**src/rtl/enacc_pkg.sv**
```systemverilog
// ----------------------------------------------------------------------------
// enacc_pkg
// Shared constants and the result job type of the error norm accumulator.
// ----------------------------------------------------------------------------
package enacc_pkg;

    // Fixed widths of the payload fields.
    localparam int FIELD_W = 24;
    localparam int COUNT_W = 13;

    // Defaults for the top level parameters.
    localparam int DEF_MAX_ITEMS   = 4096;
    localparam int DEF_VALUE_WIDTH = 24;

    // Job fields are sized for the largest legal parameter values.
    localparam int JOB_ABS_W = FIELD_W + COUNT_W;
    localparam int JOB_SQ_W  = 2 * FIELD_W + COUNT_W;

    // Entries in the queue between the accumulator and the divide/root unit.
    localparam int QUEUE_DEPTH = 2;

    typedef struct packed {
        logic [JOB_ABS_W-1:0] abs_sum;
        logic [JOB_SQ_W-1:0]  square_sum;
        logic [FIELD_W-1:0]   max_abs;
        logic [COUNT_W-1:0]   count;
        logic                 overflow;
    } t_job;

endpackage

```
**src/rtl/enacc_front.sv**
```systemverilog
// ----------------------------------------------------------------------------
// enacc_front
// Accepts sample pairs, forms the magnitude and square of each difference in
// a short pipeline and accumulates them; a last pair hands a job to the queue.
// ----------------------------------------------------------------------------
module enacc_front #(
    parameter int VALUE_WIDTH = 24,
    parameter int MAX_ITEMS   = 4096
) (
    input  logic                          i_clk,
    input  logic                          i_rst_n,
    input  logic                          i_valid,
    output logic                          o_ready,
    input  logic [enacc_pkg::FIELD_W-1:0] i_computed_value,
    input  logic [enacc_pkg::FIELD_W-1:0] i_exact_value,
    input  logic                          i_last_item,
    output logic                          o_push,
    output enacc_pkg::t_job               o_job,
    input  logic                          i_q_ready
);
    import enacc_pkg::*;

    localparam int VW    = VALUE_WIDTH;
    localparam int CNT_W = $clog2(MAX_ITEMS + 1);
    localparam int ABS_W = VW + CNT_W;
    localparam int SQ_W  = 2 * VW + CNT_W;

    logic             advance;
    logic             accept;
    logic [VW:0]      diff;
    logic [VW:0]      neg_diff;
    logic [VW-1:0]    mag;
    logic             keep;
    logic [CNT_W-1:0] cnt_inc;

    logic [CNT_W-1:0] r_cnt;
    logic             r_ovf;

    logic             r_s1_valid, r_s1_last, r_s1_keep, r_s1_ovf;
    logic [VW-1:0]    r_s1_mag;
    logic [CNT_W-1:0] r_s1_cnt;

    logic             r_s2_valid, r_s2_last, r_s2_keep, r_s2_ovf;
    logic [VW-1:0]    r_s2_mag;
    logic [2*VW-1:0]  r_s2_sq;
    logic [CNT_W-1:0] r_s2_cnt;

    logic [ABS_W-1:0] r_abs, n_abs;
    logic [SQ_W-1:0]  r_sq, n_sq;
    logic [VW-1:0]    r_max, n_max;

    // The whole pipeline holds while a finished set cannot enter the queue.
    assign advance = !(r_s2_valid && r_s2_last && !i_q_ready);
    assign o_ready = advance;
    assign accept  = i_valid && advance;

    assign diff     = {i_computed_value[VW-1], i_computed_value[VW-1:0]}
                    - {i_exact_value[VW-1], i_exact_value[VW-1:0]};
    assign neg_diff = -diff;
    assign mag      = diff[VW] ? neg_diff[VW-1:0] : diff[VW-1:0];

    assign keep    = r_cnt < CNT_W'(MAX_ITEMS);
    assign cnt_inc = r_cnt + CNT_W'(1);

    always_ff @(posedge i_clk) begin
        if (!i_rst_n) begin
            r_cnt <= '0;
            r_ovf <= 1'b0;
        end else if (accept) begin
            if (i_last_item) begin
                r_cnt <= '0;
                r_ovf <= 1'b0;
            end else begin
                r_cnt <= keep ? cnt_inc : r_cnt;
                r_ovf <= r_ovf | !keep;
            end
        end
    end

    always_ff @(posedge i_clk) begin
        if (!i_rst_n) begin
            r_s1_valid <= 1'b0;
            r_s2_valid <= 1'b0;
        end else if (advance) begin
            r_s1_valid <= accept;
            r_s2_valid <= r_s1_valid;
        end
    end

    always_ff @(posedge i_clk) begin
        if (advance) begin
            r_s1_mag  <= mag;
            r_s1_last <= i_last_item;
            r_s1_keep <= keep;
            r_s1_cnt  <= keep ? cnt_inc : r_cnt;
            r_s1_ovf  <= r_ovf | !keep;
            r_s2_mag  <= r_s1_mag;
            r_s2_sq   <= r_s1_mag * r_s1_mag;
            r_s2_last <= r_s1_last;
            r_s2_keep <= r_s1_keep;
            r_s2_cnt  <= r_s1_cnt;
            r_s2_ovf  <= r_s1_ovf;
        end
    end

    always_comb begin
        n_abs = r_abs;
        n_sq  = r_sq;
        n_max = r_max;
        if (r_s2_keep) begin
            n_abs = r_abs + ABS_W'(r_s2_mag);
            n_sq  = r_sq + SQ_W'(r_s2_sq);
            n_max = (r_s2_mag > r_max) ? r_s2_mag : r_max;
        end
    end

    always_ff @(posedge i_clk) begin
        if (!i_rst_n) begin
            r_abs <= '0;
            r_sq  <= '0;
            r_max <= '0;
        end else if (advance && r_s2_valid) begin
            if (r_s2_last) begin
                r_abs <= '0;
                r_sq  <= '0;
                r_max <= '0;
            end else begin
                r_abs <= n_abs;
                r_sq  <= n_sq;
                r_max <= n_max;
            end
        end
    end

    assign o_push           = advance && r_s2_valid && r_s2_last;
    assign o_job.abs_sum    = JOB_ABS_W'(n_abs);
    assign o_job.square_sum = JOB_SQ_W'(n_sq);
    assign o_job.max_abs    = FIELD_W'(n_max);
    assign o_job.count      = COUNT_W'(r_s2_cnt);
    assign o_job.overflow   = r_s2_ovf;

endmodule

```
**src/rtl/enacc_queue.sv**
```systemverilog
// ----------------------------------------------------------------------------
// enacc_queue
// Small register queue of finished sets waiting for the divide/root unit.
// ----------------------------------------------------------------------------
module enacc_queue (
    input  logic            i_clk,
    input  logic            i_rst_n,
    input  logic            i_push,
    input  enacc_pkg::t_job i_job,
    output logic            o_ready,
    output logic            o_valid,
    output enacc_pkg::t_job o_job,
    input  logic            i_pop
);
    import enacc_pkg::*;

    localparam int PTR_W = (QUEUE_DEPTH > 1) ? $clog2(QUEUE_DEPTH) : 1;
    localparam int LVL_W = $clog2(QUEUE_DEPTH + 1);

    t_job             r_mem [QUEUE_DEPTH];
    logic [PTR_W-1:0] r_wr, r_rd;
    logic [LVL_W-1:0] r_level;
    logic             do_push, do_pop;

    assign o_ready = r_level != LVL_W'(QUEUE_DEPTH);
    assign o_valid = r_level != '0;
    assign o_job   = r_mem[r_rd];
    assign do_push = i_push && o_ready;
    assign do_pop  = i_pop && o_valid;

    always_ff @(posedge i_clk) begin
        if (!i_rst_n) begin
            r_wr    <= '0;
            r_rd    <= '0;
            r_level <= '0;
        end else begin
            if (do_push) begin
                r_wr <= (r_wr == PTR_W'(QUEUE_DEPTH - 1)) ? '0 : r_wr + PTR_W'(1);
            end
            if (do_pop) begin
                r_rd <= (r_rd == PTR_W'(QUEUE_DEPTH - 1)) ? '0 : r_rd + PTR_W'(1);
            end
            if (do_push && !do_pop) begin
                r_level <= r_level + LVL_W'(1);
            end else if (do_pop && !do_push) begin
                r_level <= r_level - LVL_W'(1);
            end
        end
    end

    always_ff @(posedge i_clk) begin
        if (do_push) begin
            r_mem[r_wr] <= i_job;
        end
    end

endmodule

```
**src/rtl/enacc_back.sv**
```systemverilog
// ----------------------------------------------------------------------------
// enacc_back
// Turns one finished set into norms: a shared bit-serial divider gives the
// two means, a digit-by-digit square root gives the RMS value.
// ----------------------------------------------------------------------------
module enacc_back #(
    parameter int VALUE_WIDTH = 24,
    parameter int MAX_ITEMS   = 4096
) (
    input  logic                          i_clk,
    input  logic                          i_rst_n,
    input  logic                          i_job_valid,
    input  enacc_pkg::t_job               i_job,
    output logic                          o_job_pop,
    output logic                          o_valid,
    input  logic                          i_ready,
    output logic [enacc_pkg::FIELD_W-1:0] o_mean_abs_error,
    output logic [enacc_pkg::FIELD_W-1:0] o_rms_error,
    output logic [enacc_pkg::FIELD_W-1:0] o_max_abs_error,
    output logic [enacc_pkg::COUNT_W-1:0] o_pair_count,
    output logic                          o_count_overflow
);
    import enacc_pkg::*;

    localparam int VW     = VALUE_WIDTH;
    localparam int CNT_W  = $clog2(MAX_ITEMS + 1);
    localparam int ABS_W  = VW + CNT_W;
    localparam int SQ_W   = 2 * VW + CNT_W;
    localparam int STEP_W = $clog2(SQ_W);

    typedef enum logic [3:0] {
        S_IDLE = 4'b0001,
        S_DIV  = 4'b0010,
        S_SQRT = 4'b0100,
        S_DONE = 4'b1000
    } t_state;

    t_state            r_state;
    logic              r_pass;
    logic [STEP_W-1:0] r_step;
    logic [SQ_W-1:0]   r_quo, n_quo;
    logic [CNT_W-1:0]  r_rem, n_rem;
    logic [CNT_W-1:0]  r_div;
    logic [SQ_W-1:0]   r_sq_hold;
    logic [VW-1:0]     r_mean;
    logic [VW-1:0]     r_max;
    logic [CNT_W-1:0]  r_cnt;
    logic              r_ovf;
    logic [2*VW-1:0]   r_rad;
    logic [VW:0]       r_srem, n_srem;
    logic [VW-1:0]     r_root, n_root;

    logic              r_o_valid;
    logic [VW-1:0]     r_o_mean, r_o_rms, r_o_max;
    logic [CNT_W-1:0]  r_o_cnt;
    logic              r_o_ovf;

    logic [CNT_W:0]    rem_sh;
    logic              div_ge;
    logic [VW+2:0]     sq_t, sq_trial;
    logic              sq_ge;
    logic              out_free;

    // One restoring divide step per cycle.
    always_comb begin
        rem_sh = {r_rem, r_quo[SQ_W-1]};
        div_ge = rem_sh >= {1'b0, r_div};
        n_rem  = div_ge ? CNT_W'(rem_sh - {1'b0, r_div}) : rem_sh[CNT_W-1:0];
        n_quo  = {r_quo[SQ_W-2:0], div_ge};
    end

    // One root bit per cycle from two radicand bits.
    always_comb begin
        sq_t     = {r_srem, r_rad[2*VW-1 -: 2]};
        sq_trial = {1'b0, r_root, 2'b01};
        sq_ge    = sq_t >= sq_trial;
        n_srem   = sq_ge ? (VW+1)'(sq_t - sq_trial) : sq_t[VW:0];
        n_root   = {r_root[VW-2:0], sq_ge};
    end

    assign out_free  = !r_o_valid || i_ready;
    assign o_job_pop = (r_state == S_IDLE) && i_job_valid;

    always_ff @(posedge i_clk) begin
        if (!i_rst_n) begin
            r_state <= S_IDLE;
        end else begin
            unique case (r_state)
                S_IDLE: begin
                    if (i_job_valid) begin
                        r_state <= S_DIV;
                    end
                end
                S_DIV: begin
                    if (r_step == STEP_W'(SQ_W - 1) && r_pass) begin
                        r_state <= S_SQRT;
                    end
                end
                S_SQRT: begin
                    if (r_step == STEP_W'(VW - 1)) begin
                        r_state <= S_DONE;
                    end
                end
                S_DONE: begin
                    if (out_free) begin
                        r_state <= S_IDLE;
                    end
                end
                default: r_state <= S_IDLE;
            endcase
        end
    end

    always_ff @(posedge i_clk) begin
        unique case (r_state)
            S_IDLE: begin
                r_quo     <= SQ_W'(i_job.abs_sum[ABS_W-1:0]);
                r_rem     <= '0;
                r_div     <= i_job.count[CNT_W-1:0];
                r_sq_hold <= i_job.square_sum[SQ_W-1:0];
                r_max     <= i_job.max_abs[VW-1:0];
                r_cnt     <= i_job.count[CNT_W-1:0];
                r_ovf     <= i_job.overflow;
                r_pass    <= 1'b0;
                r_step    <= '0;
            end
            S_DIV: begin
                if (r_step == STEP_W'(SQ_W - 1)) begin
                    r_step <= '0;
                    if (!r_pass) begin
                        // Mean absolute error done; reuse the divider for squares.
                        r_mean <= n_quo[VW-1:0];
                        r_quo  <= r_sq_hold;
                        r_rem  <= '0;
                        r_pass <= 1'b1;
                    end else begin
                        r_rad  <= n_quo[2*VW-1:0];
                        r_srem <= '0;
                        r_root <= '0;
                    end
                end else begin
                    r_quo  <= n_quo;
                    r_rem  <= n_rem;
                    r_step <= r_step + STEP_W'(1);
                end
            end
            S_SQRT: begin
                r_srem <= n_srem;
                r_root <= n_root;
                r_rad  <= {r_rad[2*VW-3:0], 2'b00};
                r_step <= r_step + STEP_W'(1);
            end
            S_DONE: begin
            end
            default: begin
            end
        endcase
    end

    always_ff @(posedge i_clk) begin
        if (!i_rst_n) begin
            r_o_valid <= 1'b0;
        end else if (r_state == S_DONE && out_free) begin
            r_o_valid <= 1'b1;
        end else if (i_ready) begin
            r_o_valid <= 1'b0;
        end
    end

    always_ff @(posedge i_clk) begin
        if (r_state == S_DONE && out_free) begin
            r_o_mean <= r_mean;
            r_o_rms  <= r_root;
            r_o_max  <= r_max;
            r_o_cnt  <= r_cnt;
            r_o_ovf  <= r_ovf;
        end
    end

    assign o_valid          = r_o_valid;
    assign o_mean_abs_error = FIELD_W'(r_o_mean);
    assign o_rms_error      = FIELD_W'(r_o_rms);
    assign o_max_abs_error  = FIELD_W'(r_o_max);
    assign o_pair_count     = COUNT_W'(r_o_cnt);
    assign o_count_overflow = r_o_ovf;

endmodule

```
**src/rtl/error_norm_accumulator.sv**
```systemverilog
// ----------------------------------------------------------------------------
// error_norm_accumulator
// Mean absolute, RMS and maximum error of sets of signed Q8.16 sample pairs.
// ----------------------------------------------------------------------------
//  Channel  | Handshake          | Payload
//  ---------+--------------------+--------------------------------------------
//  input    | i_valid / o_ready  | i_computed_value, i_exact_value, i_last_item
//  output   | o_valid / i_ready  | o_mean_abs_error, o_rms_error,
//           |                    | o_max_abs_error, o_pair_count,
//           |                    | o_count_overflow
//
// The accumulator takes one pair per cycle while o_ready is high. A set's
// result is offered once the divide/root unit has taken it from the queue,
// divided both sums and taken the root. That unit works on one set at a time
// with its shared one-bit-per-cycle divider and one-bit-per-cycle root.
// Up to QUEUE_DEPTH finished sets wait between the two; input stalls only when
// that queue is full and a last pair reaches the accumulator.
// Reset is synchronous and clears all sums, counts and pending results.
// ----------------------------------------------------------------------------
module error_norm_accumulator #(
    parameter int MAX_ITEMS   = enacc_pkg::DEF_MAX_ITEMS,
    parameter int VALUE_WIDTH = enacc_pkg::DEF_VALUE_WIDTH
) (
    input  logic                          i_clk,
    input  logic                          i_rst_n,
    input  logic                          i_valid,
    output logic                          o_ready,
    input  logic [enacc_pkg::FIELD_W-1:0] i_computed_value,
    input  logic [enacc_pkg::FIELD_W-1:0] i_exact_value,
    input  logic                          i_last_item,
    output logic                          o_valid,
    input  logic                          i_ready,
    output logic [enacc_pkg::FIELD_W-1:0] o_mean_abs_error,
    output logic [enacc_pkg::FIELD_W-1:0] o_rms_error,
    output logic [enacc_pkg::FIELD_W-1:0] o_max_abs_error,
    output logic [enacc_pkg::COUNT_W-1:0] o_pair_count,
    output logic                          o_count_overflow
);
    import enacc_pkg::*;

    logic push, q_ready, q_valid, q_pop;
    t_job push_job, q_job;

    enacc_front #(
        .VALUE_WIDTH (VALUE_WIDTH),
        .MAX_ITEMS   (MAX_ITEMS)
    ) u_front (
        .i_clk            (i_clk),
        .i_rst_n          (i_rst_n),
        .i_valid          (i_valid),
        .o_ready          (o_ready),
        .i_computed_value (i_computed_value),
        .i_exact_value    (i_exact_value),
        .i_last_item      (i_last_item),
        .o_push           (push),
        .o_job            (push_job),
        .i_q_ready        (q_ready)
    );

    enacc_queue u_queue (
        .i_clk   (i_clk),
        .i_rst_n (i_rst_n),
        .i_push  (push),
        .i_job   (push_job),
        .o_ready (q_ready),
        .o_valid (q_valid),
        .o_job   (q_job),
        .i_pop   (q_pop)
    );

    enacc_back #(
        .VALUE_WIDTH (VALUE_WIDTH),
        .MAX_ITEMS   (MAX_ITEMS)
    ) u_back (
        .i_clk            (i_clk),
        .i_rst_n          (i_rst_n),
        .i_job_valid      (q_valid),
        .i_job            (q_job),
        .o_job_pop        (q_pop),
        .o_valid          (o_valid),
        .i_ready          (i_ready),
        .o_mean_abs_error (o_mean_abs_error),
        .o_rms_error      (o_rms_error),
        .o_max_abs_error  (o_max_abs_error),
        .o_pair_count     (o_pair_count),
        .o_count_overflow (o_count_overflow)
    );

endmodule

```
**config.mk**
```make
export PLATFORM = sky130hd
export DESIGN_NAME = error_norm_accumulator
export DESIGN_NICKNAME = d
export VERILOG_FILES = /design/src/rtl/enacc_pkg.sv /design/src/rtl/enacc_front.sv /design/src/rtl/enacc_queue.sv /design/src/rtl/enacc_back.sv /design/src/rtl/error_norm_accumulator.sv
export SDC_FILE = /design/constraint.sdc
export NUM_CORES = 2
export LEC_CHECK = 0
export ABC_AREA = 1
export BUFFER_PORTS_ARGS = -buffer_cell sky130_fd_sc_hd__buf_2
export CORE_UTILIZATION = 41
export CTS_CLUSTER_SIZE = 40
export DETAILED_ROUTE_END_ITERATION = 8
export MAX_ROUTING_LAYER = met4
export PLACE_DENSITY = 0.56
export SLEW_MARGIN = 30
export SYNTH_ARGS = -nofsm -noshare
export SYNTH_HDL_FRONTEND = slang
export SYNTH_SLANG_ARGS = --single-unit
```
**constraint.sdc**
```tcl
create_clock -name i_clk -period 10.1 [get_ports i_clk]
set_input_delay 2.02 -clock i_clk [delete_from_list [all_inputs] [get_ports i_clk]]
set_output_delay 2.02 -clock i_clk [all_outputs]
set_load 0.01 [all_outputs]
```
==> reports/results.ini <==
[place]
port_buffers = 140
place_hpwl_mm = 125
gp_congestion = 0.932

[die]
initial_utilization = 0.413
die_h_um = 393
die_w_um = 393
ios = 141
coreArea_um2 = 152000
rows = 143
dieArea_um2 = 155000

[worst_setup_path]
worst-path-max-fanout = 18
timing.rr.start = u_front.r_s1_mag[8]
worstPathRequired_ps = 10570
path_class = flop to flop
crit_start = u_front.r_s1_mag[8]
cp.arrival_ps = 7600
critPathCaptureType = flop
startpoint_type = flop

[grt]
grt_remaining_overflow = 0
grt.total_usage = 0.222
grt_pass1_wl_mm = 258
grt_max_degree = 144
grt_antenna_before_repair = 1
grt_pass1_vias = 45100

[synthesis]
yosysTopAreaCellShare = 0.376
yosys-top-cells-area = edfxtp_1 38%, fa_1 14%, nand2_1 9.9%
syn_inst = 6858
yosysWarnings = 0
synth_enable_flop_cells = 785
syn_nets = 7676
synth_top_cell_by_area = edfxtp_1
synth_seq_cells = 933
yosys.cell_count.top_type = nand2_1
synthArstFlopShare = 0
yosysSeqAreaShare = 0.423
syn-mean-instance-area_um2 = 9.15
synth_commonest_cells = 1,655 x nand2_1, 1,324 x inv_1, 785 x edfxtp_1
netlist_area_um2 = 62700
synthFlopType = edfxtp_1
yosys.cell_types.count = 51

[detailed_routing]
detail_route.vias_per_cell = 4.99
ant_nets = 0
remaining_drc_errors = 0
drtIter0Drc = 2949
wirelength_mm = 165
dr.pass1.iters = 6
drt-wirelength-per-cell_um = 18.1
vias = 45400

[clocking]
cts_setup_buffers = 0
cts_tree = yes
cts_buffers = 103
cts_num_sinks = 933
clk_latency_ps = 740
h-tree-depth = 3
clk_pin_slew_ps = 70
cts-hold-fix-buffers = 0
root_buffer = clkbuf_16
cts_resized = 0
clock_path_buffers = 3

[sta]
slew_violations = 0
fmax_mhz = 140
rsz0062_at_grt = no
worst_slew_pin_slew_ps = 1070
relSlewSlack = 0.279
hold_viol_final = 0
period_share = 0.706
finalClockSkew_ps = 49.4
fin_tns_setup_ps = 0
finalSetupViolations = 0
period_needed_ps = 7130

[flow_run]
max_cap_viol_count = 0

[final_layout]
drive_above_1_share = 0.0765
nets = 7790
multi_input_area_um2 = 30500
syn_to_final_growth_pct = 10.3
seq_area_um2 = 26500
fillers = 14600

[hold_path]
hold_path_class = flop to flop
hp-start = u_back.r_max[15]

[status]
status = completed

-- state kept, by name, summed over array words and instances (netlist names), 23 cells and up, named ones only --
name and cells:
u_queue.r_mem 272, u_back.r_root 24, u_back.o_mean_abs_error 24, u_front.r_s2_sq 47, u_back.r_mean 24, u_back.o_rms_error 24, u_front.r_s1_mag 24, u_back.r_max 24
u_back.r_rad 48, u_front.r_max 24, u_front.r_s2_mag 23, u_front.r_sq 61, u_back.r_srem 25, u_back.o_max_abs_error 24, u_back.r_sq_hold 61, u_back.r_quo 61
u_front.r_abs 37
-- placed cells by master (no fill, tap or decap), types with 9 or more instances in the layout --
cell       synthesis  final
and2_1            40     40
nand3b_1          20     20
nand2_2           21     21
edfxtp_1         785    785
o221ai_1          38     38
a21oi_1          372    370
nand3_2            9     10
ha_1             335    335
nand4_1           55     55
nand3_1          268    267
mux2_2           100    100
nor3_1            44     44
o21ai_1            9     14
o211ai_1          13     13
o21a_1            21     21
or2_2             29     29
o21bai_1          19     19
fa_1             430    430
dfxtp_1          148    147
xor2_1            73     73
a31oi_1           25     25
clkbuf_16          0    104
a22o_1            13     13
clkbuf_1         143     27
a21o_1            19     19
clkinv_1           0     18
buf_4              0     45
o21ai_0          258    253
nor2_1           425    417
buf_2             34    140
nand2_1         1655   1654
inv_1           1324   1319
clkinv_2           0     16
xnor2_1           73     73
nor4_1             9      9
-- metal layers --
metal / part of all wire / up-vias / GRT usage
met5: 0 / - / -
met4: 0.021 / 0 / 0.0541
met3: 0.041 / 187 / 0.0202
met2: 0.46 / 951 / 0.351
met1: 0.48 / 22000 / 0.309
li1: - / 22200 / -
-- metrics by stage --
stage	hold slack (ps)	utilization	cells	setup WS, ps	cell area, um2
after floorplan	400	-	6858	2880	62700
final	392	0.455	9093	2970	69200
after global placement	402	0.432	8892	2940	65700
after global routing	401	0.455	9091	2670	69200
after CTS	386	0.455	9090	2920	69200
after detailed placement	405	0.433	8896	2940	65800
-- final cells by class --
| type | count | share of cell area |
|---|---|---|
| sequential | 933 | 0.384 |
| multi-input combinational | 4413 | 0.441 |
| timing repair buffer | 194 | 0.0174 |
| clock buffer | 135 | 0.0399 |
| clock inverter | 59 | 0.00881 |
| antenna | 2 | 0.0000723 |
| tap | 2030 | 0.0367 |
| inverter | 1327 | 0.0722 |
-- final timing paths --
| check | endpoint | slack [ps] | cells after the start |
|---|---|---|---|
| hold / removal | u_back.o_max_abs_error[15] | 390 | 0 |
| hold reg to reg | u_back.o_max_abs_error[15] | 390 | 0 |
| setup reg to reg | u_front.r_s2_sq[41] | 2970 | 23 |
| setup / recovery | u_front.r_s2_sq[41] | 2970 | 23 |
-- cell families (layout without fill, tap and decap cells) --
family | Yosys count | count (layout) | synth area share
simple gates | 2588 | 2588 | 0.170
buf+inv | 1512 | 1715 | 0.0915
flops | 933 | 933 | 0.423
compound gates | 814 | 814 | 0.0726
fa+ha+maj | 765 | 765 | 0.204
xor+xnor | 146 | 146 | 0.0204
mux | 100 | 100 | 0.0180
other cells | 0 | 2 | 0
-- worst max-delay path, cell delays in order, from the launching register on --
cell	delay [ps]
edfxtp_1	520
buf_4	350
nand2_1	170
fa_1	580
inv_1	60
fa_1	510
inv_1	50
fa_1	450
fa_1	520
inv_1	60
fa_1	500
fa_1	510
inv_1	60
fa_1	470
inv_1	50
ha_1	350
nand2_1	110
nor2_1	280
nand2_1	240
nor3_1	510
nand3_1	140
nand3_1	150
a21oi_1	90
xnor2_1	130
Power is not shown: default switching activity piles up to over one toggle a cycle in this logic, so the estimate is an artifact.
